--- src/design/esc_pkg.sv ---
// ----------------------------------------------------------------------------
// esc_pkg: shared types and constants of the exponential soft-clip block
// Holds the register map, the per-word sideband type and the fixed curve
// math used to build the exponent tables at elaboration.
// ----------------------------------------------------------------------------
`timescale 1ns / 1ps
`default_nettype none

package esc_pkg;

  // Register map (word index = paddr[3:2])
  localparam int unsigned ADDR_W = 4;
  localparam logic [1:0] REG_DRIVE   = 2'd0;
  localparam logic [1:0] REG_WET     = 2'd1;
  localparam logic [1:0] REG_DIVISOR = 2'd2;

  // Register reset values and limits
  localparam logic [6:0] DRIVE_RESET   = 7'd0;
  localparam logic [6:0] WET_RESET     = 7'd0;
  localparam logic [7:0] DIVISOR_RESET = 8'd10;
  localparam logic [6:0] PCT_MAX       = 7'd100;

  // Integer part of the exponent: exp(-n) for n below INT_DEPTH, zero from INT_DEPTH up
  localparam int unsigned INT_BITS  = 4;
  localparam int unsigned INT_DEPTH = 1 << INT_BITS;

  // Q2.30 unity
  localparam logic [31:0] Q30_ONE = 32'h4000_0000;

  // Output sample limits
  localparam logic [15:0] SAMPLE_MAX     = 16'h7fff;
  localparam logic [15:0] SAMPLE_MIN_MAG = 16'h8000;

  typedef struct packed {
    logic [6:0] drive_level;
    logic [6:0] wet_mix;
    logic [7:0] curve_divisor;
  } cfg_t;

  // Data that rides along with each word through the pipeline
  typedef struct packed {
    logic signed [15:0] sample;
    logic               block_end;
  } side_t;

  typedef logic [INT_DEPTH-1:0][30:0] int_tab_t;

  // Unsigned quotient by shift and subtract, one bit per loop pass.
  // Evaluated at elaboration only.
  function automatic logic [63:0] udiv_u64(input logic [63:0] num,
                                           input logic [63:0] dvs);
    logic [63:0] quo;
    logic [64:0] rem;
    quo = '0;
    rem = '0;
    for (int b = 63; b >= 0; b--) begin
      rem = {rem[63:0], num[b]};
      if (rem >= {1'b0, dvs}) begin
        rem    = rem - {1'b0, dvs};
        quo[b] = 1'b1;
      end
    end
    return quo;
  endfunction

  // exp(-t) in Q2.30 for t in Q30, 0 <= t <= 1.0: truncated series for
  // exp(+t), then rounded reciprocal. Evaluated at elaboration only.
  function automatic logic [30:0] neg_exp_q30(input logic [63:0] t);
    logic [63:0] sum_acc;
    logic [63:0] term;
    sum_acc = 64'(Q30_ONE);
    term    = 64'(Q30_ONE);
    for (int k = 1; k <= 24; k++) begin
      term    = udiv_u64((term * t) >> 30, 64'(k));
      sum_acc = sum_acc + term;
    end
    return 31'(udiv_u64((64'd1 << 60) + (sum_acc >> 1), sum_acc));
  endfunction

  // exp(-n) in Q2.30 by repeated rounded multiply with exp(-1)
  function automatic int_tab_t build_int_tab();
    int_tab_t    tab;
    logic [63:0] e1;
    e1     = 64'(neg_exp_q30(64'(Q30_ONE)));
    tab[0] = 31'(Q30_ONE);
    for (int i = 1; i < INT_DEPTH; i++) begin
      tab[i] = 31'(((64'(tab[i-1]) * e1) + (64'd1 << 29)) >> 30);
    end
    return tab;
  endfunction

  localparam int_tab_t INT_TAB = build_int_tab();

endpackage

`default_nettype wire

--- src/design/esc_div.sv ---
// ----------------------------------------------------------------------------
// esc_div: pipelined restoring divider for the exponent
// Computes floor(prod * 2^(QBITS-4) / den) one quotient bit per stage and
// flags quotients of 16.0 or more, where the curve is fully saturated.
// ----------------------------------------------------------------------------
`timescale 1ns / 1ps
`default_nettype none

module esc_div #(
  parameter int QBITS = 14
) (
  input  wire logic               clk,
  input  wire logic               rst,
  input  wire logic               run,
  input  wire logic               in_vld,
  input  wire esc_pkg::side_t     in_side,
  input  wire logic [22:0]        prod,
  input  wire logic [22:0]        den,
  output      logic               out_vld,
  output      esc_pkg::side_t     out_side,
  output      logic [QBITS-1:0]   out_quot,
  output      logic               out_ovf
);

  logic           vld_s  [QBITS+1];
  esc_pkg::side_t side_s [QBITS+1];
  logic           ovf_s  [QBITS+1];
  logic [22:0]    rem_s  [QBITS];
  logic [3:0]     nib_s  [4];
  logic [QBITS-1:0] quot_s [1:QBITS];

  // Setup: range check and initial partial remainder
  always_ff @(posedge clk) begin
    if (rst) begin
      vld_s[0] <= 1'b0;
    end else if (run) begin
      vld_s[0] <= in_vld;
    end
  end

  always_ff @(posedge clk) begin
    if (run) begin
      side_s[0] <= in_side;
      ovf_s[0]  <= {4'b0, prod} >= {den, 4'b0};
      rem_s[0]  <= {4'b0, prod[22:4]};
      nib_s[0]  <= prod[3:0];
    end
  end

  // One quotient bit per stage
  for (genvar j = 0; j < QBITS; j++) begin : g_step
    logic             bit_in;
    logic [23:0]      trial;
    logic             ge;
    logic [QBITS-1:0] quot_next;

    if (j < 4) begin : g_nib
      assign bit_in = nib_s[j][3-j];
    end else begin : g_zero
      assign bit_in = 1'b0;
    end

    assign trial = {rem_s[j], bit_in};
    assign ge    = trial >= {1'b0, den};

    if (j == 0) begin : g_first
      assign quot_next = QBITS'(ge);
    end else begin : g_next
      assign quot_next = {quot_s[j][QBITS-2:0], ge};
    end

    always_ff @(posedge clk) begin
      if (rst) begin
        vld_s[j+1] <= 1'b0;
      end else if (run) begin
        vld_s[j+1] <= vld_s[j];
      end
    end

    always_ff @(posedge clk) begin
      if (run) begin
        side_s[j+1] <= side_s[j];
        ovf_s[j+1]  <= ovf_s[j];
        quot_s[j+1] <= quot_next;
      end
    end

    // Subtract when the divisor fits
    if (j < QBITS - 1) begin : g_rem
      logic [23:0] diff;
      assign diff = trial - {1'b0, den};
      always_ff @(posedge clk) begin
        if (run) rem_s[j+1] <= ge ? diff[22:0] : trial[22:0];
      end
    end

    // Carry the low numerator bits while they are still needed
    if (j < 3) begin : g_carry
      always_ff @(posedge clk) begin
        if (run) nib_s[j+1] <= nib_s[j];
      end
    end
  end

  assign out_vld  = vld_s[QBITS];
  assign out_side = side_s[QBITS];
  assign out_quot = quot_s[QBITS];
  assign out_ovf  = ovf_s[QBITS];

endmodule

`default_nettype wire

--- config.mk ---
export PLATFORM = sky130hd
export DESIGN_NAME = esc_div
export DESIGN_NICKNAME = d
export VERILOG_FILES = /design/src/design/esc_pkg.sv /design/src/design/esc_div.sv
export SDC_FILE = /design/constraint.sdc
export NUM_CORES = 1
export LEC_CHECK = 0
export BUFFER_PORTS_ARGS = -buffer_cell sky130_fd_sc_hd__buf_2
export CORE_MARGIN = 2
export CORE_UTILIZATION = 55
export CTS_CLUSTER_DIAMETER = 100
export DETAILED_ROUTE_END_ITERATION = 7
export PLACE_DENSITY = 0.7
export SYNTH_ARGS = -nofsm -noshare
export SYNTH_HDL_FRONTEND = slang
export SYNTH_SLANG_ARGS = --single-unit
--- constraint.sdc ---
create_clock -name clk -period 8.8 [get_ports clk]
set_input_delay 1.32 -clock clk [delete_from_list [all_inputs] [get_ports clk]]
set_output_delay 1.32 -clock clk [all_outputs]
set_load 0.03 [all_outputs]
# Word level (Yosys, flattened, before mapping)
# Memory sizes are Yosys's and may differ from the RTL's.
# Cells that the tools add are included.
[word_totals]
regBits = 0
mem_bits_rw = 819
output_inout_bits = 33
word_cells = 83
n_memories = 6
[classes]
add_sub_neg = 13
magnitude_cmp = 15
muxes = 34
n_bitwise = 15
[memory_table]
columns = ["name", "words", "width", "rd", "rd_ports_with_merged_regs", "wr", "line", "rtl"]
rows = [
  ["rem_s", 14, 23, 14, 0, 14, "esc_div.sv:28", "logic [22:0] rem_s [QBITS];"],
  ["side_s", 15, 17, 15, 0, 15, "esc_div.sv:26", "esc_pkg::side_t side_s [QBITS+1];"],
  ["quot_s", 14, 14, 14, 0, 14, "esc_div.sv:30", "logic [QBITS-1:0] quot_s [1:QBITS];"],
  ["nib_s", 4, 4, 4, 0, 4, "esc_div.sv:29", "logic [3:0] nib_s [4];"],
  ["ovf_s", 15, 1, 15, 0, 15, "esc_div.sv:27", "logic ovf_s [QBITS+1];"],
  ["vld_s", 15, 1, 15, 0, 15, "esc_div.sv:25", "logic vld_s [QBITS+1];"],
]
[op_table]
columns = ["operator", "count"]
rows = [
  ["$ge A24 B23 Y1", 14],
  ["$mux W23", 13],
  ["$sub A23 B23 Y23", 13],
  ["$ge A23 B27 Y1", 1],
  ["$mux W1", 21],
  ["$or A1 B1 Y1", 15],
]

# Depth between registers and ports, before layout
[depth]
depth_word = 4
mapped_depth = 14
mapped_depth_nobuf = 13

# Worst setup path before layout
# OpenSTA, ideal clock, no wires.
[synth_timing]
path_kind = "input -> register"
start = "in den[1]"
end = "mem rem_s[10][10], in the netlist rem_s[5][10], data pin"
setup_ns = 0.260
arrival_ns = 4.295
t_required_ns = 8.540
path_slack_ns = 4.245
path_stages = 13
path_buffers = 2
path_cell_list = "inv_1 > fa_1 > a21o_1 > a21boi_0 > o21ai_1 > a21oi_2 > o311ai_2 > or2_1 > a41oi_1 > o31a_1 > buf_2 > buf_4 > mux2_2"
[synth_lines]
columns = ["item", "line", "rtl"]
rows = [
  ["from (decl)", "esc_div.sv:18", "input wire logic [22:0] den,"],
  ["to (decl)", "esc_div.sv:28", ""],
]

==> out/metrics.cfg <==
[outcome]
outcome=completed

[clocking]
cts_resized=0
clk_root_buffer_cell=sky130_fd_sc_hd__clkbuf_16
post-cts-setup-buffer-count=0
tritoncts_clock_tree=yes
worst_setup_hold_path_clk_slew_ns=0.06
htree_num_levels=3
clock-sinks=718
ctsLongestPathBuffers=3
hold_buf_cts=0
insertion_delay_ns=0.63
cts_made_buffers=77

[sta]
timing.fmax_mhz=195
setup_violation_total_in_the_final_timing_report=0
rsz_0062_raised_after_global_routing=no
post-route-period-util_pct=58.4
fin_skew_ns=0.0206
slew_viol_final=0
layout_min_cycle_time_ns=5.14
finalHoldViolCount=0
worst_slew_pin_slew_ns=1.21
slew_headroom_pct=19.4
totalNegativeSetupSlack_ns=0

[setup_path]
critical_path.startpoint=den[0]
worstPathBufferInverterCount=2
worst_ep_required_time_ns=9.16
worstSetupStartpointType=input port
worst_r2r_endpoint=rem_s[5][2]
r2r.worst_path.cells=10
reg2reg_slack_ns=4.85
cp_max_stage_delay_ns=0.93
crit_path_end_kind=register
reg2reg_from=rem_s[4][23]
critical-path-top-delay-family=compound AO/OA/AOI/OAI gates
worst_path_max_delay_cell=sky130_fd_sc_hd__o31a_1
arrival_ns=5.50
crit_end=rem_s[5][2]
critical_path.cell_chain=buf_2, inv_2, fa_1, a21o_1, a21boi_0, o21ai_1, a21oi_2, o311ai_2, or2_1, a41oi_1, o31a_1, mux2_2
critical_path_class=in -> reg
cp_num_cells=12
worst_path_max_fanout=27

[detailed_routing]
ant_nets_after_route=0
route.vias.total=26600
number_of_detailed_route_iterations_in_the_first_pass=6
first_iter_violations=2004
vias_per_cell=6.01
wirelength_um=89300
post_drt_wl_per_cell_um=20.2
post_detailed_route_drc_marker_count=0

[die]
placeableCoreArea_um2=72700
floorplan.initialDensity_pct=55.4
floorplan.io_pins=100
die_h_um=275
num_rows=99
dieWidth_um=275
total_die_area_um2=75400

[synth]
synth.cell_area_um2=40300
ys.warnings.count=0
share_of_synthesized_registers_carrying_an_async_set_or_reset_pct=0
yosys.area_share.xor_xnor_pct=5.05
synth-simple-area-share_pct=8.79
synthMuxAreaShare_pct=5.36
synth-compound-area-share_pct=14.1
synthCells=3270
ys_seq_elements=718
seq_area_frac_synth_pct=53.6
syn-mean-instance-area_um2=12.3
synth-adder-area-share_pct=11.1
synth_fp_nets=3687
combinational_family_with_the_most_area_after_synthesis=compound AO/OA/AOI/OAI gates
yosysUniqueCellTypes=89
synthFlopType=sky130_fd_sc_hd__edfxtp_1
synth-edff-count=718

[hold_path]
hold_class=reg -> reg
worstHoldStart=quot_s[10][2]

[place]
gpl.final_weighted_congestion=0.972
port_buffers=99
half_perimeter_wire_length_after_placement_um=60400

[grt]
grt_first_pass_wirelength_um=140000
antenna_found_initial=0
largest_net_degree_at_the_start_of_global_routing=138
overflow=0
number_of_global_route_vias_before_repair=26100
grt.total_usage_pct=23.5

[final_layout]
post-route-util_pct=61.0
diode_insertion_count_for_antenna_repair=0
final_layout_size_suffix_gt1_share_pct=13.7
area_growth_from_synthesis_to_final_layout_pct=10.2
nNetsFinal=3826

[pwr]
pwr_density_cell_nw_per_um2=336
power.leakage_nw=17.3
irDropWorstVdd_mv=0.187
sum_of_internal_switching_and_leakage_power_mw=14.9

[run]
cap_violations=0

cell families after synthesis:
logic type | count (synthesis)
buffers and inverters | 181
xor gates and xnor gates | 232
and+or+nand+nor | 718
DFF | 718
muxes | 189
AOI/OAI and AO/OA | 882
adders and majority gates | 350
Yosys cell counts, types with 48 or more instances:
library cell               instances  share of area, %
sky130_fd_sc_hd__xnor2_1         149               3.2
sky130_fd_sc_hd__a21oi_1         242               3.0
sky130_fd_sc_hd__o21ai_0         204               2.5
sky130_fd_sc_hd__nor2_1          171               1.6
sky130_fd_sc_hd__nand3_1          48              0.60
sky130_fd_sc_hd__edfxtp_1        718                54
sky130_fd_sc_hd__inv_1           105              0.98
sky130_fd_sc_hd__a21o_1          120               2.2
sky130_fd_sc_hd__mux2_2          165               4.6
sky130_fd_sc_hd__nand2_1         204               1.9
sky130_fd_sc_hd__ha_1            337                10
sky130_fd_sc_hd__xor2_1           83               1.8
flip-flops by register name, indices dropped and copies added (netlist names):
name / cells
nib_s: 10
ovf_s: 15
quot_s: 105
rem_s: 318
side_s: 255
vld_s: 15
worst reg2reg max path, delay by kind of cell (launching register included):
family,cells,cell delay [ns]
and+or+nand+nor,1,0.27
muxes,1,0.44
AOI/OAI and AO/OA,7,2.12
adders and majority gates,1,0.43
DFF,1,0.43
cell usage in the layout (no fill, tap or decap), types with 17 or more instances in the layout:
master                        n
sky130_fd_sc_hd__nand2_1    204
sky130_fd_sc_hd__a21o_1     120
sky130_fd_sc_hd__nand2b_1    36
sky130_fd_sc_hd__o21ai_0    204
sky130_fd_sc_hd__inv_1      104
sky130_fd_sc_hd__o31a_1      18
sky130_fd_sc_hd__and3_1      27
sky130_fd_sc_hd__a21oi_1    241
sky130_fd_sc_hd__nand4_1     39
sky130_fd_sc_hd__nor2b_1     43
sky130_fd_sc_hd__ha_1       337
sky130_fd_sc_hd__or2_2       18
sky130_fd_sc_hd__nor2_1     170
sky130_fd_sc_hd__a31oi_1     40
sky130_fd_sc_hd__a211oi_1    28
sky130_fd_sc_hd__nor3_1      43
sky130_fd_sc_hd__and2_1      20
sky130_fd_sc_hd__o21bai_1    33
sky130_fd_sc_hd__edfxtp_1   718
sky130_fd_sc_hd__o21a_1      46
sky130_fd_sc_hd__clkbuf_16   77
sky130_fd_sc_hd__o31ai_1     19
sky130_fd_sc_hd__mux2_2     165
sky130_fd_sc_hd__buf_4       31
sky130_fd_sc_hd__xor2_1      83
sky130_fd_sc_hd__nand3_1     48
sky130_fd_sc_hd__buf_2       98
sky130_fd_sc_hd__xnor2_1    149
sky130_fd_sc_hd__clkinv_2    17
worst min-delay path by stage:
stage | endpoint | slack (ns) | depth (start not counted)
after global placement | side_s[0][52] | 0.40 | 0
after floorplan | nib_s[1][0] | 0.40 | 0
after CTS | quot_s[10][3] | 0.41 | 0
after detailed placement | ovf_s[3] | 0.40 | 0
final | quot_s[11][3] | 0.42 | 0
after global routing | quot_s[10][3] | 0.42 | 0
layout make-up:
type	count	area, µm²
clock buffers	90	1980
clock inverters	48	518
fillers	5710	28300
inverters	107	402
multi-input cells	2371	17900
flip-flops and latches	718	21600
well taps	959	1200
repair buffers	134	818
power by group:
part	switching [mW]	total, mW	internal (mW)
sequential	0.447	5.37	4.93
combinational	3.36	6.29	2.93
clock	1.38	3.24	1.86
layer usage:
layer  wire [µm]  vias to the layer above  track usage, %  share of wire, %
li1            -                    12800               -                 -
met1       39300                    12800            31.6                44
met2       42300                      749            39.0                47
met3        4790                      201            3.72               5.4
met4        2820                        0            8.17               3.2
met5           0                        -               0                 0
metrics by stage:
stage	std cells	hold slack [ns]	setup slack [ns]	area, µm²
after floorplan	3270	0.400	4.25	40300
after global placement	4289	0.400	3.08	41900
after detailed placement	4289	0.405	3.02	41900
after CTS	4427	0.413	3.65	44400
after global routing	4427	0.419	3.38	44400
final	4427	0.415	3.66	44400
Power figures use the tool's default switching activity.
