## src/design/esc_pkg.sv

```systemverilog
// ----------------------------------------------------------------------------
// esc_pkg: shared types and constants of the exponential soft-clip block
// Holds the register map, the per-word sideband type and the fixed curve
// math used to build the exponent tables at elaboration.
// ----------------------------------------------------------------------------
`timescale 1ns / 1ps
`default_nettype none

package esc_pkg;

  // Register map (word index = paddr[3:2])
  localparam int unsigned ADDR_W = 4;
  localparam logic [1:0] REG_DRIVE   = 2'd0;
  localparam logic [1:0] REG_WET     = 2'd1;
  localparam logic [1:0] REG_DIVISOR = 2'd2;

  // Register reset values and limits
  localparam logic [6:0] DRIVE_RESET   = 7'd0;
  localparam logic [6:0] WET_RESET     = 7'd0;
  localparam logic [7:0] DIVISOR_RESET = 8'd10;
  localparam logic [6:0] PCT_MAX       = 7'd100;

  // Integer part of the exponent: exp(-n) for n below INT_DEPTH, zero from INT_DEPTH up
  localparam int unsigned INT_BITS  = 4;
  localparam int unsigned INT_DEPTH = 1 << INT_BITS;

  // Q2.30 unity
  localparam logic [31:0] Q30_ONE = 32'h4000_0000;

  // Output sample limits
  localparam logic [15:0] SAMPLE_MAX     = 16'h7fff;
  localparam logic [15:0] SAMPLE_MIN_MAG = 16'h8000;

  typedef struct packed {
    logic [6:0] drive_level;
    logic [6:0] wet_mix;
    logic [7:0] curve_divisor;
  } cfg_t;

  // Data that rides along with each word through the pipeline
  typedef struct packed {
    logic signed [15:0] sample;
    logic               block_end;
  } side_t;

  typedef logic [INT_DEPTH-1:0][30:0] int_tab_t;

  // Unsigned quotient by shift and subtract, one bit per loop pass.
  // Evaluated at elaboration only.
  function automatic logic [63:0] udiv_u64(input logic [63:0] num,
                                           input logic [63:0] dvs);
    logic [63:0] quo;
    logic [64:0] rem;
    quo = '0;
    rem = '0;
    for (int b = 63; b >= 0; b--) begin
      rem = {rem[63:0], num[b]};
      if (rem >= {1'b0, dvs}) begin
        rem    = rem - {1'b0, dvs};
        quo[b] = 1'b1;
      end
    end
    return quo;
  endfunction

  // exp(-t) in Q2.30 for t in Q30, 0 <= t <= 1.0: truncated series for
  // exp(+t), then rounded reciprocal. Evaluated at elaboration only.
  function automatic logic [30:0] neg_exp_q30(input logic [63:0] t);
    logic [63:0] sum_acc;
    logic [63:0] term;
    sum_acc = 64'(Q30_ONE);
    term    = 64'(Q30_ONE);
    for (int k = 1; k <= 24; k++) begin
      term    = udiv_u64((term * t) >> 30, 64'(k));
      sum_acc = sum_acc + term;
    end
    return 31'(udiv_u64((64'd1 << 60) + (sum_acc >> 1), sum_acc));
  endfunction

  // exp(-n) in Q2.30 by repeated rounded multiply with exp(-1)
  function automatic int_tab_t build_int_tab();
    int_tab_t    tab;
    logic [63:0] e1;
    e1     = 64'(neg_exp_q30(64'(Q30_ONE)));
    tab[0] = 31'(Q30_ONE);
    for (int i = 1; i < INT_DEPTH; i++) begin
      tab[i] = 31'(((64'(tab[i-1]) * e1) + (64'd1 << 29)) >> 30);
    end
    return tab;
  endfunction

  localparam int_tab_t INT_TAB = build_int_tab();

endpackage

`default_nettype wire

```

## src/design/esc_mix.sv

```systemverilog
// ----------------------------------------------------------------------------
// esc_mix: dry/wet mixer
// Forms x*(100-wet)*32768 + wet*s*32767, divides by 100*32768 truncating
// toward zero (shift, then reciprocal multiply with one correction) and
// saturates to 16 bits.
// ----------------------------------------------------------------------------
`timescale 1ns / 1ps
`default_nettype none

module esc_mix (
  input  wire logic               clk,
  input  wire logic               rst,
  input  wire logic               run,
  input  wire logic [6:0]         wet_mix,
  input  wire logic               in_vld,
  input  wire esc_pkg::side_t     in_side,
  input  wire logic [15:0]        mag,
  output      logic               out_vld,
  output      logic signed [15:0] out_sample,
  output      logic               out_block_end
);

  // floor(2^29 / 100)
  localparam logic [22:0] RECIP_100 = 23'd5368709;

  logic vld_s [6];
  logic end_s [6];

  // Stage 1: weighted products
  logic        [6:0]  dry_w;
  logic signed [16:0] shaped;
  logic signed [23:0] dry_prod;
  logic signed [23:0] wet_prod;
  logic signed [23:0] dry_q;
  logic signed [23:0] wet_q;

  assign dry_w    = esc_pkg::PCT_MAX - wet_mix;
  assign shaped   = in_side.sample[15] ? -$signed({1'b0, mag}) : $signed({1'b0, mag});
  assign dry_prod = 24'(in_side.sample) * 24'($signed({1'b0, dry_w}));
  assign wet_prod = 24'(shaped) * 24'($signed({1'b0, wet_mix}));

  // Stage 2: numerator
  logic signed [39:0] num_next;
  logic signed [39:0] num_q;

  assign num_next = (40'(dry_q) <<< 15) + (40'(wet_q) <<< 15) - 40'(wet_q);

  // Stage 3: magnitude over 2^15
  logic [39:0] abs_num;
  logic [21:0] a_q;
  logic        neg_q [3:5];

  assign abs_num = num_q[39] ? 40'(-num_q) : 40'(num_q);

  // Stage 4: quotient estimate
  logic [44:0] recip_prod;
  logic [15:0] qe_q;
  logic [21:0] a2_q;

  assign recip_prod = 45'(a_q) * 45'(RECIP_100);

  // Stage 5: one correction step
  logic [21:0] back;
  logic [21:0] rem;
  logic [15:0] q_q;

  assign back = 22'(qe_q) * 22'(esc_pkg::PCT_MAX);
  assign rem  = a2_q - back;

  // Stage 6: sign and saturate
  logic signed [15:0] y_next;

  always_comb begin
    if (neg_q[5]) begin
      y_next = (q_q > esc_pkg::SAMPLE_MIN_MAG) ? $signed(esc_pkg::SAMPLE_MIN_MAG)
                                                : $signed(16'(17'd0 - 17'(q_q)));
    end else begin
      y_next = (q_q > esc_pkg::SAMPLE_MAX) ? $signed(esc_pkg::SAMPLE_MAX) : $signed(q_q);
    end
  end

  // Advance valid bits
  always_ff @(posedge clk) begin
    if (rst) begin
      for (int i = 0; i < 6; i++) vld_s[i] <= 1'b0;
    end else if (run) begin
      vld_s[0] <= in_vld;
      for (int i = 1; i < 6; i++) vld_s[i] <= vld_s[i-1];
    end
  end

  always_ff @(posedge clk) begin
    if (run) begin
      end_s[0] <= in_side.block_end;
      for (int i = 1; i < 6; i++) end_s[i] <= end_s[i-1];
      dry_q    <= dry_prod;
      wet_q    <= wet_prod;
      num_q    <= num_next;
      a_q      <= abs_num[36:15];
      neg_q[3] <= num_q[39];
      qe_q     <= recip_prod[44:29];
      a2_q     <= a_q;
      neg_q[4] <= neg_q[3];
      q_q      <= (rem >= 22'(esc_pkg::PCT_MAX)) ? qe_q + 16'd1 : qe_q;
      neg_q[5] <= neg_q[4];
      out_sample <= y_next;
    end
  end

  assign out_vld       = vld_s[5];
  assign out_block_end = end_s[5];

endmodule

`default_nettype wire

```

## config.mk

```make
export PLATFORM = sky130hd
export DESIGN_NAME = esc_mix
export DESIGN_NICKNAME = d
export VERILOG_FILES = /design/src/design/esc_pkg.sv /design/src/design/esc_mix.sv
export SDC_FILE = /design/constraint.sdc
export NUM_CORES = 1
export LEC_CHECK = 0
export BUFFER_PORTS_ARGS = -buffer_cell sky130_fd_sc_hd__clkbuf_2
export CAP_MARGIN = 5
export CELL_PAD_IN_SITES_DETAIL_PLACEMENT = 1
export CELL_PAD_IN_SITES_GLOBAL_PLACEMENT = 2
export CORE_MARGIN = 1
export CORE_UTILIZATION = 24
export DETAILED_ROUTE_END_ITERATION = 12
export GPL_ROUTABILITY_DRIVEN = 0
export PLACE_DENSITY = 0.6
export SLEW_MARGIN = 20
export SYNTH_ARGS = -nofsm -noshare
export SYNTH_HDL_FRONTEND = slang
export SYNTH_SLANG_ARGS = --single-unit
```

## constraint.sdc

```tcl
create_clock -name clk -period 7.7 [get_ports clk]
set_clock_uncertainty 0.15 [all_clocks]
set_input_delay 1.54 -clock clk [delete_from_list [all_inputs] [get_ports clk]]
set_output_delay 1.54 -clock clk [all_outputs]
set_load 0.02 [all_outputs]
```

Yosys cells after proc, flatten, opt, wreduce, memory -nomap -nowiden
Memories as Yosys holds them, arrays and structs flattened.
Index checks and enable logic that the tools add are counted.

cells by class
  magnitude comparators = 3
  multipliers = 4
  equal/unequal tests = 0
  shift operators = 0
  bitwise logic cells = 6
  $add $sub $neg = 8
  multiplexer cells = 18
  reductions and logical operators = 0
  div/mod/pow operators = 0

operators with widths
  cell                                                                count
  2-to-1 mux 16 bit                                                   4
  multiplier 22 x 23 -> 45 bit, second input constant                 1
  adder 39 x 39 -> 40 bit                                             1
  subtractor 40 x 24 -> 40 bit                                        1
  2-to-1 mux 37 bit                                                   1
  negation 37 bit                                                     1
  multiplier 16 x 8 -> 24 bit                                         1
  multiplier 17 x 8 -> 24 bit                                         1
  greater-or-equal comparator 22 x 7 -> 1 bit, second input constant  1
  subtractor 22 bit                                                   1
  multiplier 16 x 5 -> 20 bit, second input constant                  1
  2-to-1 mux 17 bit                                                   1
  negation 16 -> 17 bit                                               1
  adder 16 x 1 -> 16 bit, second input constant                       1
  greater-than comparator 16 x 15 -> 1 bit, second input constant     1
  greater-than comparator 16 bit, second input constant               1
  subtractor 1 x 16 -> 16 bit, first input constant                   1
  2-to-1 mux 1 bit                                                    12
  subtractor 7 bit, first input constant                              1
  OR 1 bit                                                            6

word-level totals
  register bits = 180
  bits in read-only memories = 0
  memories kept = 3
  memory bits (writable) = 15
  bits in latches = 0
  logic and storage cells = 50

memory list
  name   words  bits a word  read ports  clocked after memory_dff  write ports  line           source
  end_s  6      1            6           0                         6            esc_mix.sv:27  logic end_s [6];
  vld_s  6      1            6           0                         6            esc_mix.sv:26  logic vld_s [6];
  neg_q  3      1            3           0                         3            esc_mix.sv:51  logic neg_q [3:5];

Longest topological paths before layout
  depth after elaboration = 4
  gate-level depth with buffers = 27
  gate-level depth less buffers = 25

Least setup slack after synthesis
No wires, ideal clock.

  path kind = input -> register
  from = in mag[0]
  to = reg wet_q[23] (data pin)
  library setup time = 0.260 ns
  path slack = 0.500 ns
  arrival = 6.791 ns
  stages = 23
  cell sequence = inv_1 -> ha_1 -> or3b_2 -> nand2b_1 -> or2_2 -> or3_1 -> and2_1 -> clkbuf_1 -> nand2_1 -> inv_1 -> fa_1 -> fa_1 -> inv_1 -> fa_1 -> inv_1 -> fa_1 -> ha_1 -> a21o_1 -> a21o_1 -> a21oi_1 -> o21ai_0 -> a31oi_1 -> xnor2_1

between the ends
  word-level cells in the longest chain between the ends = 3

RTL lines
  element                        line           source
  start, declared                esc_mix.sv:17  input wire logic [15:0] mag,
  negation 16 -> 17 bit          esc_mix.sv:38  assign shaped = in_side.sample[15] ? -$signed({1'b0, mag}) : $signed({1'b0, mag});
  2-to-1 mux 17 bit *            esc_mix.sv:38
  multiplier 17 x 8 -> 24 bit *  esc_mix.sv:40  assign wet_prod = 24'(shaped) * 24'($signed({1'b0, wet_mix}));
  net wet_prod[23]               esc_mix.sv:33  logic signed [23:0] wet_prod;
  end signal, assigned           esc_mix.sv:97  wet_q <= wet_prod;
  end, declared                  esc_mix.sv:35  logic signed [23:0] wet_q;

The timed path passes the listed nets; every way through them passes the cells marked *.
A chain may end at the register's enable or synchronous reset.

Worst setup path in the final report
  from = reg a_q[5]
  to = reg qe_q[14] (data pin)

between the ends
  word-level cells in the longest chain between the ends = 1

RTL lines
  element                       line            source
  start, declared               esc_mix.sv:50   logic [21:0] a_q;
  start signal, assigned        esc_mix.sv:99   a_q <= abs_num[36:15];
  multiplier 22 x 23 -> 45 bit  esc_mix.sv:60   assign recip_prod = 45'(a_q) * 45'(RECIP_100);
  net recip_prod[43]            esc_mix.sv:56   logic [44:0] recip_prod;
  end signal, assigned          esc_mix.sv:101  qe_q <= recip_prod[44:29];
  end, declared                 esc_mix.sv:57   logic [15:0] qe_q;

The timed path passes the listed nets, and every way through them passes these cells.

==> metrics.csv <==
stage;metric;value;unit
outcome;outcome;completed;
global_route;grt-ovfl-total;0;
floorplan;io_pins;62;
job;drv_cap;0;
critical_path;required;7.80;ns
routing;ant_nets;0;
final_layout;final_common_cell;inv_1;
final_layout;fin_area;31200;um^2
global_route;grt_pass1_wl;110000;um
sta;maxSlewViolCount;0;
cts;h-tree-depth;4;
final_layout;layout-drive-gt1-share;6.49;%
final_layout;most-common-layout-cells;inv_1, ha_1, fa_1;
cts;postCtsHoldBufs;0;
floorplan;dieArea;118000;um^2
synthesis;synth_top_cell_by_area;fa_1;
critical_path;crit_fanout;8;
cts;clock_latency;0.49;ns
critical_path;cp-start-kind;flop;
floorplan;fp.dieW;344;um
cts;cts_buffers;17;
hold_path;hold_class;flop to flop;
routing;wire_per_inst;15.2;um
critical_path;setup.worst_path.end_class;flop;
floorplan;core;115000;um^2
synthesis;avgSynthCellArea;10.1;um^2
critical_path;cp.arrival;7.47;ns
synthesis;ys_types;76;
sta;rsz0062_at_grt;no;
synthesis;syn_area;28000;um^2
critical_path;slowest_delay;0.55;ns
sta;tns;0;ns
sta;tightestPinTransition;0.914;ns
routing;drt-initial-drc-count;482;
placed_design;placed_cell_area;30600;um^2
sta;fmax;136;MHz
final_layout;diodes;0;
floorplan;initial_core_util;24.3;%
placed_design;dp_hpwl;58800;um
synthesis;ys_ff_latch;191;
final_layout;nNetsFinal;3727;
global_route;grt_max_degree;119;
global_route;grt_pass1_vias;20300;
synthesis;yosysTopAreaCellShare;26.9;%
synthesis;synth-main-ff-cell;edfxtp_1;
critical_path;crit_top_cell;fa_1;
synthesis;syn_inst;2787;
global_route;grt_use_total;11.8;%
critical_path;critPathKind;flop to flop;
routing;firstDrtPassIters;4;
placed_design;portBuffers;61;
sta;min_period_over_period;95.7;%
sta;hold_violations;0;
cts;cts_sinks;191;
routing;wirelength;67300;um
sta;max-slew-margin-rel;39.1;%
cts;clockRootBuffer;clkbuf_16;
routing;vias;18500;
cts;clkSlewWorstSetupHoldPaths;0.08;ns
synthesis;synth_edf_count;191;
cts;cts_tree;yes;
critical_path;cp_slowest_cell;fa_1;
global_route;antenna_found_initial;0;
synthesis;async_reset_ff_share;0;%
floorplan;die_h;344;um
synthesis;ys_seq_area_share;20.5;%
sta;min_period;7.37;ns
synthesis;synthTopCellsByArea;fa_1, edfxtp_1, ha_1;
cts;cts.path.max_buffers;2;
final_layout;area.growth.synth_to_final;11.5;%
synthesis;syn_nets;3614;
floorplan;num_rows;124;
routing;drc;0;
synthesis;yosysWarnings;0;
routing;routed_via_density;4.17;
sta;finalSetupViolCount;0;
[cell usage after synthesis (all sizes together) (6+ instances only)]
master and n:
nor4 12, xor2 39, inv 699, a211oi 8, o31ai 13, nor3 23, or3 22, o21a 22
a21o 32, clkbuf 31, a21oi 70, o2111ai 12, edfxtp 191, nor2 80, nor3b 6, or4 10
fa 376, nand4 18, and2 92, a21boi 8, o21ai 76, nor2b 91, a31oi 14, xnor2 133
nand3 21, o311ai 13, o21bai 8, and3 7, ha 407, nand2b 41, o211ai 13, nand2 123
[cells by family after synthesis]
family	after synthesis	synth area share, %
adder cells (fa/ha/maj)	783	45.0
buffers and inverters	735	9.88
multiplexers	7	0.259
AO/OA/AOI/OAI	332	8.09
AND/OR/NAND/NOR	567	10.9
XOR/XNOR	172	5.38
flip-flops	191	20.5
[worst paths after layout]
| kind | start | endpoint | slack, ns | cells after the start |
|---|---|---|---|---|
| setup / recovery | a_q[5] | qe_q[14] | 0.33 | 26 |
| hold / removal | end_s[3] | end_s[4] | 0.27 | 0 |
| setup reg to reg | a_q[5] | qe_q[14] | 0.33 | 26 |
| hold reg to reg | end_s[3] | end_s[4] | 0.27 | 0 |
[flip-flops by register name (all words and copies together) (netlist names)]
register / count
q_q: 16
neg_q: 3
qe_q: 16
wet_q: 24
a2_q: 20
out_sample: 16
end_s: 6
dry_q: 24
num_q: 38
a_q: 22
vld_s: 6
[routing by layer]
layer | GRT usage [%] | vias to the layer above | part of all wire (%) | wire (um)
met5 | 0 | - | 0 | 0
met4 | 2.40 | 0 | 1.2 | 811
met3 | 1.27 | 28 | 1.2 | 804
met2 | 20.6 | 95 | 49 | 32900
met1 | 15.8 | 9154 | 49 | 32800
li1 | - | 9192 | - | -
[worst max-delay path: cells and delay by family (launching register included)]
kind | cells | cell delay, ns
flops | 1 | 0.43
simple gates | 3 | 0.66
buf+inv | 9 | 1.12
xor+xnor | 1 | 0.14
fa+ha+maj | 8 | 3.80
compound gates | 5 | 0.82
[per-stage QoR]
stage / utilization, % / instances / hold slack, ns / worst slack (ns)
global placement: 26.6 / 4391 / 0.253 / 0.177
floorplan: - / 2787 / 0.250 / 0.500
CTS: 27.1 / 4423 / 0.277 / 0.133
finish: 27.1 / 4425 / 0.274 / 0.329
global route: 27.1 / 4425 / 0.280 / 0.0201
detailed placement: 26.6 / 4391 / 0.257 / 0.128
[final cells by class]
class,instances,area [um^2]
Clock buffer,17,425
Clock inverter,15,189
Fill cell,13200,83900
Inverter,699,2620
Multi-Input combinational cell,1861,19500
Sequential cell,191,5740
Tap cell,1512,1890
Timing Repair Buffer,130,845
[what timing repair did]
| item | CTS | global route |
|---|---|---|
| gates resized for setup | 0 | 4 |
| setup endpoints to repair | 0 | 2 |
| setup buffers | 0 | 2 |
Power is left out: the tool's default activity adds up to more than one toggle a clock period on the data nets, which glitch-free logic cannot reach.
