<file path="config.mk">
export PLATFORM = sky130hd
export DESIGN_NAME = esc_regs
export DESIGN_NICKNAME = d
export VERILOG_FILES = /design/src/design/esc_pkg.sv /design/src/design/esc_regs.sv
export SDC_FILE = /design/constraint.sdc
export NUM_CORES = 1
export LEC_CHECK = 0
export ABC_AREA = 1
export BUFFER_PORTS_ARGS = -buffer_cell sky130_fd_sc_hd__clkbuf_2
export CORE_MARGIN = 1.5
export CORE_UTILIZATION = 35
export CTS_CLUSTER_DIAMETER = 40
export DETAILED_ROUTE_END_ITERATION = 10
export HOLD_SLACK_MARGIN = 0.03
export PLACE_DENSITY = 0.72
export SETUP_SLACK_MARGIN = 0.02
export SKIP_CTS_REPAIR_TIMING = 1
export SLEW_MARGIN = 20
export SYNTH_ARGS = -nofsm -noshare
export SYNTH_HDL_FRONTEND = slang
export SYNTH_SLANG_ARGS = --single-unit
</file>
<file path="constraint.sdc">
create_clock -name clk -period 1.2 [get_ports clk]
set_clock_uncertainty 0.1 [all_clocks]
set_input_delay 0.3 -clock clk [delete_from_list [all_inputs] [get_ports clk]]
set_output_delay 0.3 -clock clk [all_outputs]
set_load 0.01 [all_outputs]
</file>
<file path="src/design/esc_pkg.sv">
// ----------------------------------------------------------------------------
// esc_pkg: shared types and constants of the exponential soft-clip block
// Holds the register map, the per-word sideband type and the fixed curve
// math used to build the exponent tables at elaboration.
// ----------------------------------------------------------------------------
`timescale 1ns / 1ps
`default_nettype none

package esc_pkg;

  // Register map (word index = paddr[3:2])
  localparam int unsigned ADDR_W = 4;
  localparam logic [1:0] REG_DRIVE   = 2'd0;
  localparam logic [1:0] REG_WET     = 2'd1;
  localparam logic [1:0] REG_DIVISOR = 2'd2;

  // Register reset values and limits
  localparam logic [6:0] DRIVE_RESET   = 7'd0;
  localparam logic [6:0] WET_RESET     = 7'd0;
  localparam logic [7:0] DIVISOR_RESET = 8'd10;
  localparam logic [6:0] PCT_MAX       = 7'd100;

  // Integer part of the exponent: exp(-n) for n below INT_DEPTH, zero from INT_DEPTH up
  localparam int unsigned INT_BITS  = 4;
  localparam int unsigned INT_DEPTH = 1 << INT_BITS;

  // Q2.30 unity
  localparam logic [31:0] Q30_ONE = 32'h4000_0000;

  // Output sample limits
  localparam logic [15:0] SAMPLE_MAX     = 16'h7fff;
  localparam logic [15:0] SAMPLE_MIN_MAG = 16'h8000;

  typedef struct packed {
    logic [6:0] drive_level;
    logic [6:0] wet_mix;
    logic [7:0] curve_divisor;
  } cfg_t;

  // Data that rides along with each word through the pipeline
  typedef struct packed {
    logic signed [15:0] sample;
    logic               block_end;
  } side_t;

  typedef logic [INT_DEPTH-1:0][30:0] int_tab_t;

  // Unsigned quotient by shift and subtract, one bit per loop pass.
  // Evaluated at elaboration only.
  function automatic logic [63:0] udiv_u64(input logic [63:0] num,
                                           input logic [63:0] dvs);
    logic [63:0] quo;
    logic [64:0] rem;
    quo = '0;
    rem = '0;
    for (int b = 63; b >= 0; b--) begin
      rem = {rem[63:0], num[b]};
      if (rem >= {1'b0, dvs}) begin
        rem    = rem - {1'b0, dvs};
        quo[b] = 1'b1;
      end
    end
    return quo;
  endfunction

  // exp(-t) in Q2.30 for t in Q30, 0 <= t <= 1.0: truncated series for
  // exp(+t), then rounded reciprocal. Evaluated at elaboration only.
  function automatic logic [30:0] neg_exp_q30(input logic [63:0] t);
    logic [63:0] sum_acc;
    logic [63:0] term;
    sum_acc = 64'(Q30_ONE);
    term    = 64'(Q30_ONE);
    for (int k = 1; k <= 24; k++) begin
      term    = udiv_u64((term * t) >> 30, 64'(k));
      sum_acc = sum_acc + term;
    end
    return 31'(udiv_u64((64'd1 << 60) + (sum_acc >> 1), sum_acc));
  endfunction

  // exp(-n) in Q2.30 by repeated rounded multiply with exp(-1)
  function automatic int_tab_t build_int_tab();
    int_tab_t    tab;
    logic [63:0] e1;
    e1     = 64'(neg_exp_q30(64'(Q30_ONE)));
    tab[0] = 31'(Q30_ONE);
    for (int i = 1; i < INT_DEPTH; i++) begin
      tab[i] = 31'(((64'(tab[i-1]) * e1) + (64'd1 << 29)) >> 30);
    end
    return tab;
  endfunction

  localparam int_tab_t INT_TAB = build_int_tab();

endpackage

`default_nettype wire

</file>
<file path="src/design/esc_regs.sv">
// ----------------------------------------------------------------------------
// esc_regs: configuration register file
// APB-style write/read of drive level, wet mix and curve divisor. Writes of
// out-of-range values leave the register unchanged.
// ----------------------------------------------------------------------------
`timescale 1ns / 1ps
`default_nettype none

module esc_regs (
  input  wire logic                       clk,
  input  wire logic                       rst,
  input  wire logic                       psel,
  input  wire logic                       penable,
  input  wire logic                       pwrite,
  input  wire logic [esc_pkg::ADDR_W-1:0] paddr,
  input  wire logic [31:0]                pwdata,
  output      logic [31:0]                prdata,
  output      esc_pkg::cfg_t              cfg
);

  logic [1:0] idx;
  logic       wr;

  assign idx = paddr[3:2];
  assign wr  = psel & penable & pwrite;

  // Update on the access cycle; drop illegal values
  always_ff @(posedge clk) begin
    if (rst) begin
      cfg.drive_level   <= esc_pkg::DRIVE_RESET;
      cfg.wet_mix       <= esc_pkg::WET_RESET;
      cfg.curve_divisor <= esc_pkg::DIVISOR_RESET;
    end else if (wr) begin
      unique case (idx)
        esc_pkg::REG_DRIVE: begin
          if (pwdata[6:0] <= esc_pkg::PCT_MAX) cfg.drive_level <= pwdata[6:0];
        end
        esc_pkg::REG_WET: begin
          if (pwdata[6:0] <= esc_pkg::PCT_MAX) cfg.wet_mix <= pwdata[6:0];
        end
        esc_pkg::REG_DIVISOR: begin
          if (pwdata[7:0] != 8'd0) cfg.curve_divisor <= pwdata[7:0];
        end
        default: begin
        end
      endcase
    end
  end

  // Read back
  always_comb begin
    unique case (idx)
      esc_pkg::REG_DRIVE:   prdata = 32'(cfg.drive_level);
      esc_pkg::REG_WET:     prdata = 32'(cfg.wet_mix);
      esc_pkg::REG_DIVISOR: prdata = 32'(cfg.curve_divisor);
      default:              prdata = 32'd0;
    endcase
  end

endmodule

`default_nettype wire

</file>
**Yosys cells after proc, flatten, opt, wreduce, memory -nomap -nowiden**

Index checks and enable logic that the tools add are counted.

- Reductions and logical operators: 5
- Eq/ne operators: 2
- $lt $le $gt $ge: 1
- Multiplexer cells: 1
- Bitwise gates (word level): 2

Operator list:

| cell | count |
|---|---|
| one-hot mux 8 bit (3 select lines) | 1 |
| AND reduction 3 bit | 3 |
| nonzero test 8 bit | 1 |
| less-or-equal comparator 7 bit, second input constant | 1 |
| AND 1 bit | 2 |
| == test 2 x 1 -> 1 bit, second input constant | 1 |
| == test 2 bit, second input constant | 1 |
| zero test 2 bit | 1 |

- Output and inout bits: 54
- Logic and storage cells: 14
- Flip-flop bits (word level): 22
- Input port bits: 41

**Longest topological paths before layout**

Gate-level depths: netlist of the first run.

- Depth in word-level cells: 3
- Gate-level depth with buffers: 8
- Mapped depth without buffers: 8

**Worst setup path after synthesis of the first run**

No wires, ideal clock.

- Path type: in2out
- Start point: in paddr[2] in the netlist's numbering
- End point: out prdata[0]
- Path slack: -0.187 ns
- Data arrival time: 0.987 ns
- Stages on the path: 4
- Cell sequence: inv_1 nor2_2 inv_1 o211ai_1

- Longest elaborated chain between the ends: 2

Ends and longest elaborated chain:

| item | line | RTL |
|---|---|---|
| start: declaration | esc_regs.sv:15 | `input wire logic [esc_pkg::ADDR_W-1:0] paddr,` |
| == test 2 bit, or another cell as far along | esc_regs.sv:52 | `unique case (idx)` |
| one-hot mux 8 bit (3 select lines) (*) | esc_regs.sv:52 |  |
| end: declaration | esc_regs.sv:17 | `output logic [31:0] prdata,` |

Mark *: on every way between the ends. The rest lies on a longest branch, timed or not.

**Worst setup path in the final report of the first run**

- Start point: in paddr[2] in the netlist's numbering
- End point: out prdata[5]

Same word-level chain as after synthesis.

==> results of run 1 <==
## per-stage QoR
stage | util, % | hold WS (ns) | std cells | TNS, ns
2_1_floorplan | - | 0.313 | 247 | -0.238
3_3_place_gp | 46.1 | 0.393 | 326 | -6.50
3_5_place_dp | 46.1 | 0.397 | 326 | -6.92
4_1_cts | 47.5 | 0.174 | 330 | -2.26
5_1_grt | 52.1 | 0.186 | 337 | -1.61
6_report | 52.1 | 0.175 | 337 | -1.15
## power breakdown
| part | internal (µW) | total, µW | switching (µW) |
|---|---|---|---|
| Sequential | 747 | 759 | 12.2 |
| Clock | 293 | 530 | 237 |
| Combinational | 139 | 335 | 195 |
| Total | 1180 | 1620 | 445 |
## worst paths after layout
| path | from | to | slack, ns | cells after the start |
|---|---|---|---|---|
| hold / removal | pwdata[3] | cfg[3] | 0.18 | 3 |
| hold reg to reg | cfg[0] | cfg[0] | 0.40 | 2 |
| setup / recovery | paddr[2] | prdata[5] | -0.21 | 6 |
| setup reg to reg | cfg[13] | cfg[13] | 0.37 | 5 |
## logic make-up after synthesis
logic type,after synthesis,share of synthesized area [%]
simple gates,118,37.2
buf+inv,75,27.1
flops,22,31.3
compound gates,8,4.09
other cells,1,0.267
## metal layers
metal  track usage, %  vias to the layer above  share of wire [%]
met5                0                        -                  0
met4             5.36                        0                1.2
met3             2.73                        6                5.7
met2             28.7                       54                 46
met1             19.9                      627                 47
li1                 -                      771                  -
## synth_stat cells
cell	number
dfxtp_1	22
conb_1	1
inv_1	43
inv_2	2
o21ai_1	1
buf_1	2
nand3_1	8
nand2_2	2
nand4_1	16
o211ai_1	7
buf_4	26
nor2_4	1
nand3_2	2
nor2_2	1
buf_2	2
and3_1	1
nor2_1	30
nand2_1	57
## tightest hold or removal path, cell delays in order
cell and delay (ns):
clkbuf_2 0.10, nand2_1 0.05, nand3_1 0.06
## final cells by class
class                           count  area, µm²
Clock buffer                        4       55.1
Fill cell                         392       1810
Timing Repair Buffer               67        477
Tap cell                           48       60.1
Sequential cell                    22        468
Multi-Input combinational cell    151        717
Inverter                           45        189
==> results.md, run 1 <==
* Post-Syn Area at 1410 µm²
* Worst min path class: input pin to flip-flop
* Synthesized area per cell at 6.28 µm²
* Leak at 0.00105 µW
* Max Cap Viol at 0
* Nets at 331
* Slew Viols, Final at 0
* H-tree depth at 1
* Power Density at 826 nW/µm²
* CP max FO at 7
* Clock latency on the worst-skew pair at 0.26 ns
* Maximum VDD drop at 0.000407 V
* Synth area leaders: dfxtp_1 (31%), nand2_1 (15%), buf_4 (14%)
* Biggest register: cfg
* Worst Setup Start Kind: input pin
* Initial antenna violation count at 0
* Hold Vio Cnt, Final at 0
* Dpl cell area at 1740 µm²
* Endpoints failing setup at 10
* DR pass1 iterations at 6
* DR iter-0 viols at 32
* DR WL/cell at 10.2 µm
* CTS Sinks at 22
* Inserted Clock Buffers at 3
* Yosys cell types at 18
* DR vias at 1,458
* Yosys reg bits at 22
* Total Wirelength at 3.43 mm
* Run status: complete, but fails checks
* HPWL after DPL at 2.53 mm
* Slowest CP cell: o211ai_1
* Nature of the critical path endpoint: output pin
* CP arrival at 1.01 ns
* CTS tree: done
* DIE WIDTH at 66.4 µm
* F_max at 708 MHz
* Largest net degree at the start of global routing at 23
* Core box area at 3770 µm²
* Initial Util at 37.3%
* RePlAce Congestion at 0.857
* Area delta synth->final at 39.8%
* Register area share after synthesis at 31.3%
* Share of layout cells above drive strength 1 at 40.5%
* Total global-route track usage at 16.3%
* Synth Instances at 224
* WP data required at 0.80 ns
* Critical path cell sequence: buf_12, inv_12, nor2_4, inv_4, o211ai_1, buf_2
* Max clock buf depth at 2
* Vias per cell at 4.33
* Antenna Nets Post-Route at 0
* Die H at 66.4 µm
* CTS root buf: clkbuf_8
* Diodes inserted at 0
* Final WS setup at -0.213 ns
* CP bufs+invs at 4
* Top flop regs: cfg (22)
* Most common cell after layout, fill and taps aside: nand2_1
* Largest delay contributor family on the critical path: buffers and inverters
* Most frequent cells in the layout: nand2_1 (54), inv_1 (33), clkbuf_2 (29), nor2_1 (28), conb_1 (24)
* Largest stage delay, worst path at 0.22 ns
* Place WS at -0.313 ns
* Post-synth top area share at 31.3%
* RSZ-0062 raised after global routing: true
* Die Area at 4410 µm²
* Max reg flops at 22
* IO Pins at 95
* Vias in the first global route at 1,315
* Minimum clock period at 1.41 ns
* Critical path class: input pin to output pin
* Failing checks: negative setup slack
* Drt drc at 0
* Number of I/O port buffers at 44
* Power Total at 1620 µW
* YS warnings at 0
* Fin area at 1970 µm²
* Yosys top cell by area: dfxtp_1
* FP Rows at 22
* Grt ovf at 0
* First-pass GRT wire length at 5.59 mm
* Tcrit/Tclk final at 118%
* Clock Pin Slew Worst Setup and Hold Paths at 0.08 ns
No activity file was read; power rests on OpenSTA's default activity.
==> inputs of run 2 (changes only) <==
PLACE_DENSITY = 0.69   (was 0.72)
clock period = 1.6 ns   (was 1.2 ns; I/O delays follow)
==> run 2 against run 1 <==
  * The flow still finishes with violations (negative setup slack)
  * Clock-buffer cell count down 1
  * Cell count down 4.2%
  * Power down 21%
  * Sequential share of layout area up 1.6 points
  * Cell area down 12%
  * Critical path depth down 1
  * Non-clock buffer count down 13
  * Die area unchanged
  * Clock power down 2%
  * Sequential power down 25%
  * First-iteration DRC count up 44%
==> results.md, run 2 (same netlist as run 1, synthesis figures left out) <==
* Power Total at 1290 µW
* Grt ovf at 0
* Max reg flops at 22
* DR vias at 1,367
* Biggest register: cfg
* Endpoints failing setup at 7
* Origin of the critical flop-to-flop path: cfg[20]
* Core box area at 3770 µm²
* Drt drc at 0
* Dpl cell area at 1630 µm²
* Place WS at -0.0897 ns
* CTS root buf: clkbuf_8
* Most common cell after layout, fill and taps aside: nand2_1
* Critical R2R Capture: cfg[20]
* Hold Crit Depth at 3
* Initial Util at 37.3%
* CP arrival at 1.21 ns
* Clock Pin Slew Worst Setup and Hold Paths at 0.08 ns
* Max Cap Viol at 0
* Internal at 965 µW
* Run status: complete, but fails checks
* Vias per cell at 4.23
* Area delta synth->final at 23.3%
* Flop pwr share at 43.9%
* Nature of the critical path endpoint: output pin
* DR pass1 iterations at 4
* Tcrit/Tclk final at 107%
* Die H at 66.4 µm
* RePlAce Congestion at 0.805
* Largest net degree at the start of global routing at 23
* CTS tree: done
* Number of I/O port buffers at 44
* First-pass GRT wire length at 5.11 mm
* Logic pwr share at 15.7%
* Clock latency on the worst-skew pair at 0.26 ns
* DIE WIDTH at 66.4 µm
* DR WL/cell at 9.72 µm
* Antenna Nets Post-Route at 0
* Worst hold path endpoint: cfg[1]
* Top flop regs: cfg (22)
* WP data required at 1.10 ns
* Vias in the first global route at 1,180
* Leak at 0.000948 µW
* CP max FO at 7
* Final WS setup at -0.109 ns
* CTS Sinks at 22
* Diodes inserted at 0
* Reg2reg path depth at 4
* Reg2Reg Setup Slack at 0.84 ns
* Critical path class: input pin to output pin
* Total Wirelength at 3.14 mm
* H-tree depth at 1
* IO Pins at 95
* Power Density at 743 nW/µm²
* Max clock buf depth at 2
* Sw frac at 25.1%
* Die Area at 4410 µm²
* Hold Vio Cnt, Final at 0
* NetSw at 324 µW
* F_max at 585 MHz
* Fin area at 1730 µm²
* Worst min path class: input pin to flip-flop
* Layout fillers at 419
* RSZ-0062 raised after global routing: true
* HPWL after DPL at 2.47 mm
* Minimum clock period at 1.71 ns
* Inserted Clock Buffers at 3
* Nets at 317
* Most frequent cells in the layout: nand2_1 (57), inv_1 (41), clkbuf_2 (35), nor2_1 (30), conb_1 (24)
* Share of layout cells above drive strength 1 at 24.7%
* DR iter-0 viols at 46
* Initial antenna violation count at 0
* FP Rows at 22
* Maximum VDD drop at 0.000418 V
* Slew Viols, Final at 0
* Final setup TNS at -0.531 ns
* Worst Setup Start Kind: input pin
* Clock power frac at 40.4%
* Total global-route track usage at 15.2%
* Hold path start: pwdata[1]
* Failing checks: negative setup slack
run 2: worst max-delay path by stage:
stage                     startpoint        end  slack, ns  cells past startpoint
final                       paddr[3]  prdata[3]      -0.11                      5
after global routing        paddr[3]  prdata[1]      -0.15                      5
after CTS                   paddr[2]  prdata[3]      -0.09                      7
after detailed placement    paddr[2]  prdata[3]      -0.09                      7
after global placement      paddr[2]  prdata[3]      -0.08                      7
after floorplan             paddr[2]  prdata[0]       0.04                      4
run 2: per-layer routing:
metal	GRT usage [%]	vias up	wire, µm	share of wire [%]
met1	19.4	576	1400	45
li1	-	739	-	-
met5	0	-	0	0
met4	3.06	0	16	0.51
met2	25.6	50	1540	49
met3	4.09	2	181	5.8
run 2: per-stage QoR:
stage,utilization [%],hold slack (ns),std cells
after detailed placement,43.3,0.383,318
final,46.0,0.277,323
after global placement,43.3,0.383,318
after global routing,46.0,0.281,323
after floorplan,-,0.401,247
after CTS,45.2,0.271,322
run 2: area by class of cell:
type                       instances  area [µm²]  share of cell area, %
clock buffer                       3        41.3                   2.38
clock inverter                     1        30.0                   1.73
inverter                          45         175                   10.1
multi-input combinational        150         676                   39.0
sequential                        22         440                   25.4
tap                               48        60.1                   3.46
timing repair buffer              54         312                   18.0
run 2: critical path, stage by stage:
cell and delay, ns:
buf_8 0.10, nor2_4 0.12, clkinvlp_4 0.19, o211ai_1 0.23, buf_2 0.16
run 2: power by group through the flow:
stage	Clock, µW	Combinational (µW)	Sequential, µW
final	521	202	566
after global routing	556	229	567
after CTS	529	195	566
after detailed placement	0	194	579
after global placement	0	191	579
after floorplan	0	163	583
==> inputs of run 3 (changes only) <==
CORE_UTILIZATION = 41   (was 35)
PLACE_DENSITY = 0.79   (was 0.69)
SKIP_CTS_REPAIR_TIMING = unset   (was 1)
==> run 3 against run 2 <==
  * The run still ends with negative setup slack left
  * Routed wire length grew 5.1%
  * Die area shrank 14%
  * Clock-buffer cell count is the same
  * Largest power group unchanged
==> results.md, run 3 (same netlist as run 1, synthesis figures left out) <==
* Run status: complete, but fails checks
* Failing checks: negative setup slack
* Final setup TNS at -0.0294 ns
* Max Cap Viol at 0
* Layout fillers at 371
* Total Wirelength at 3.30 mm
* DR WL/cell at 10.2 µm
* Antenna Nets Post-Route at 0
* H-tree depth at 1
* Logic pwr share at 18.1%
* Inserted Clock Buffers at 3
* RSZ-0062 raised after global routing: true
* Crit path to: prdata[1]
* Power Density at 683 nW/µm²
* Most common cell after layout, fill and taps aside: nand2_1
* Nets at 319
* Setup crit start: paddr[3]
* WP data required at 1.10 ns
* Flop pwr share at 46.7%
* DR vias at 1,431
* CTS root buf: clkbuf_4
* Worst min path class: input pin to flip-flop
* Area delta synth->final at 26.5%
* Post-Place Cells at 317
* DR iter-0 viols at 57
* Max clock buf depth at 2
* First-pass GRT wire length at 5.21 mm
* Reg2Reg Setup Slack at 0.81 ns
* Power Total at 1220 µW
* Vias per cell at 4.43
* Tcrit/Tclk final at 102%
* CP max FO at 5
* IO Pins at 95
* Multi-input logic area at 693 µm²
* CP bufs+invs at 3
* Drt drc at 0
* Critical R2R Capture: cfg[15]
* CTS tree: done
* Worst path depth at 6
* Final Non-Filler Cells at 323
* Largest delay contributor family on the critical path: buffers and inverters
* F_max at 614 MHz
* Biggest register: cfg
* Clock Pin Slew Worst Setup and Hold Paths at 0.13 ns
* Total global-route track usage at 18.5%
* FP Rows at 21
* Slowest CP cell: buf_2
* Final WS setup at -0.0294 ns
* CTS Sinks at 22
* Critical path class: input pin to output pin
* Worst Setup Start Kind: input pin
* NetSw at 320 µW
* Hold Vio Cnt, Final at 0
* Slew Viols, Final at 0
* Minimum clock period at 1.63 ns
* Vias in the first global route at 1,261
* Die H at 61.6 µm
* Internal at 896 µW
* Die Area at 3790 µm²
* Sw frac at 26.3%
* RePlAce Congestion at 0.929
* Diodes inserted at 0
* Leak at 0.000968 µW
* Register Area at 447 µm²
* CP arrival at 1.13 ns
* Initial antenna violation count at 0
* Number of I/O port buffers at 44
* Share of layout cells above drive strength 1 at 28.9%
* Core box area at 3310 µm²
* Maximum VDD drop at 0.000278 V
* HPWL after DPL at 2.53 mm
* Nature of the critical path endpoint: output pin
* Max reg flops at 22
* DIE WIDTH at 61.6 µm
* Top flop regs: cfg (22)
* Critical path cell sequence: buf_8, nor2_4, buf_6, nand2_2, o211ai_1, buf_2
* Cts hold-fix bufs at 0
* Largest stage delay, worst path at 0.18 ns
* Endpoints failing setup at 1
* Clock latency on the worst-skew pair at 0.31 ns
* Clock power frac at 35.2%
* Origin of the critical flop-to-flop path: cfg[15]
* Largest net degree at the start of global routing at 23
* Most frequent cells in the layout: nand2_1 (53), inv_1 (41), clkbuf_2 (35), nor2_1 (29), conb_1 (24)
* Reg2reg path depth at 4
* DR pass1 iterations at 4
* Initial Util at 42.5%
* Grt ovf at 0
[run 3: cell types whose count changed in the layout (fill, tap and decap cells not counted), moves of 3 or more]
cell	before	now
nand2_1	57	53
dfxtp_1	22	17
nand2_2	2	6
clkbuf_8	3	0
dfxtp_2	0	5
clkbuf_4	0	3
[run 3: power groups by stage]
stage / Sequential (µW) / Combinational, µW / Clock, µW
finish: 568 / 220 / 428
global route: 569 / 249 / 453
CTS: 567 / 213 / 438
detailed placement: 579 / 199 / 0
global placement: 579 / 194 / 0
floorplan: 583 / 163 / 0
[run 3: repair_timing]
action | in CTS | in global routing
gates cloned | 1 | 0
resized for setup | 13 | 21
setup endpoints to repair | 7 | 7
pin swaps | 3 | 9
setup buffers | 1 | 0
[run 3: worst min path at each step]
stage / startpoint / slack [ns] / depth (start not counted) / end
floorplan: cfg[1] / 0.40 / 2 / cfg[1]
global placement: cfg[1] / 0.38 / 2 / cfg[1]
detailed placement: cfg[1] / 0.39 / 2 / cfg[1]
CTS: pwdata[3] / 0.21 / 3 / cfg[3]
global route: pwdata[3] / 0.24 / 3 / cfg[3]
finish: pwdata[3] / 0.21 / 3 / cfg[3]
[run 3: area by class of cell]
type	instances	share of cell area [%]
clock inverters	1	1.69
repair buffers	56	19.7
flip-flops and latches	22	25.1
inverters	45	10.1
clock buffers	3	1.27
multi-input cells	150	39.0
well taps	46	3.23
[run 3: worst register-to-register path, delay by kind of cell, from the launching register on]
| family | cells | cell delay, ns |
|---|---|---|
| buffers and inverters | 2 | 0.09 |
| AND/OR/NAND/NOR | 2 | 0.15 |
| flip-flops | 1 | 0.40 |
[run 3: routing by layer]
layer  part of all wire, %  vias up  wire, µm  global-route usage (%)
li1                      -      741         -                       -
met1                    44      629      1460                    22.4
met2                    48       54      1570                    33.2
met3                   6.4        7       210                    3.15
met4                   1.8        0        59                    5.78
met5                     0        -         0                       0
[run 3: through the flow]
step / setup WS (ns) / hold slack (ns) / util, % / instance area [µm²]
CTS: -0.0358 / 0.214 / 52.9 / 1750
finish: -0.0294 / 0.213 / 53.7 / 1780
detailed placement: -0.0532 / 0.393 / 49.8 / 1650
global placement: -0.0569 / 0.383 / 49.8 / 1650
floorplan: 0.0398 / 0.401 / - / 1500
global route: -0.0392 / 0.235 / 53.7 / 1780
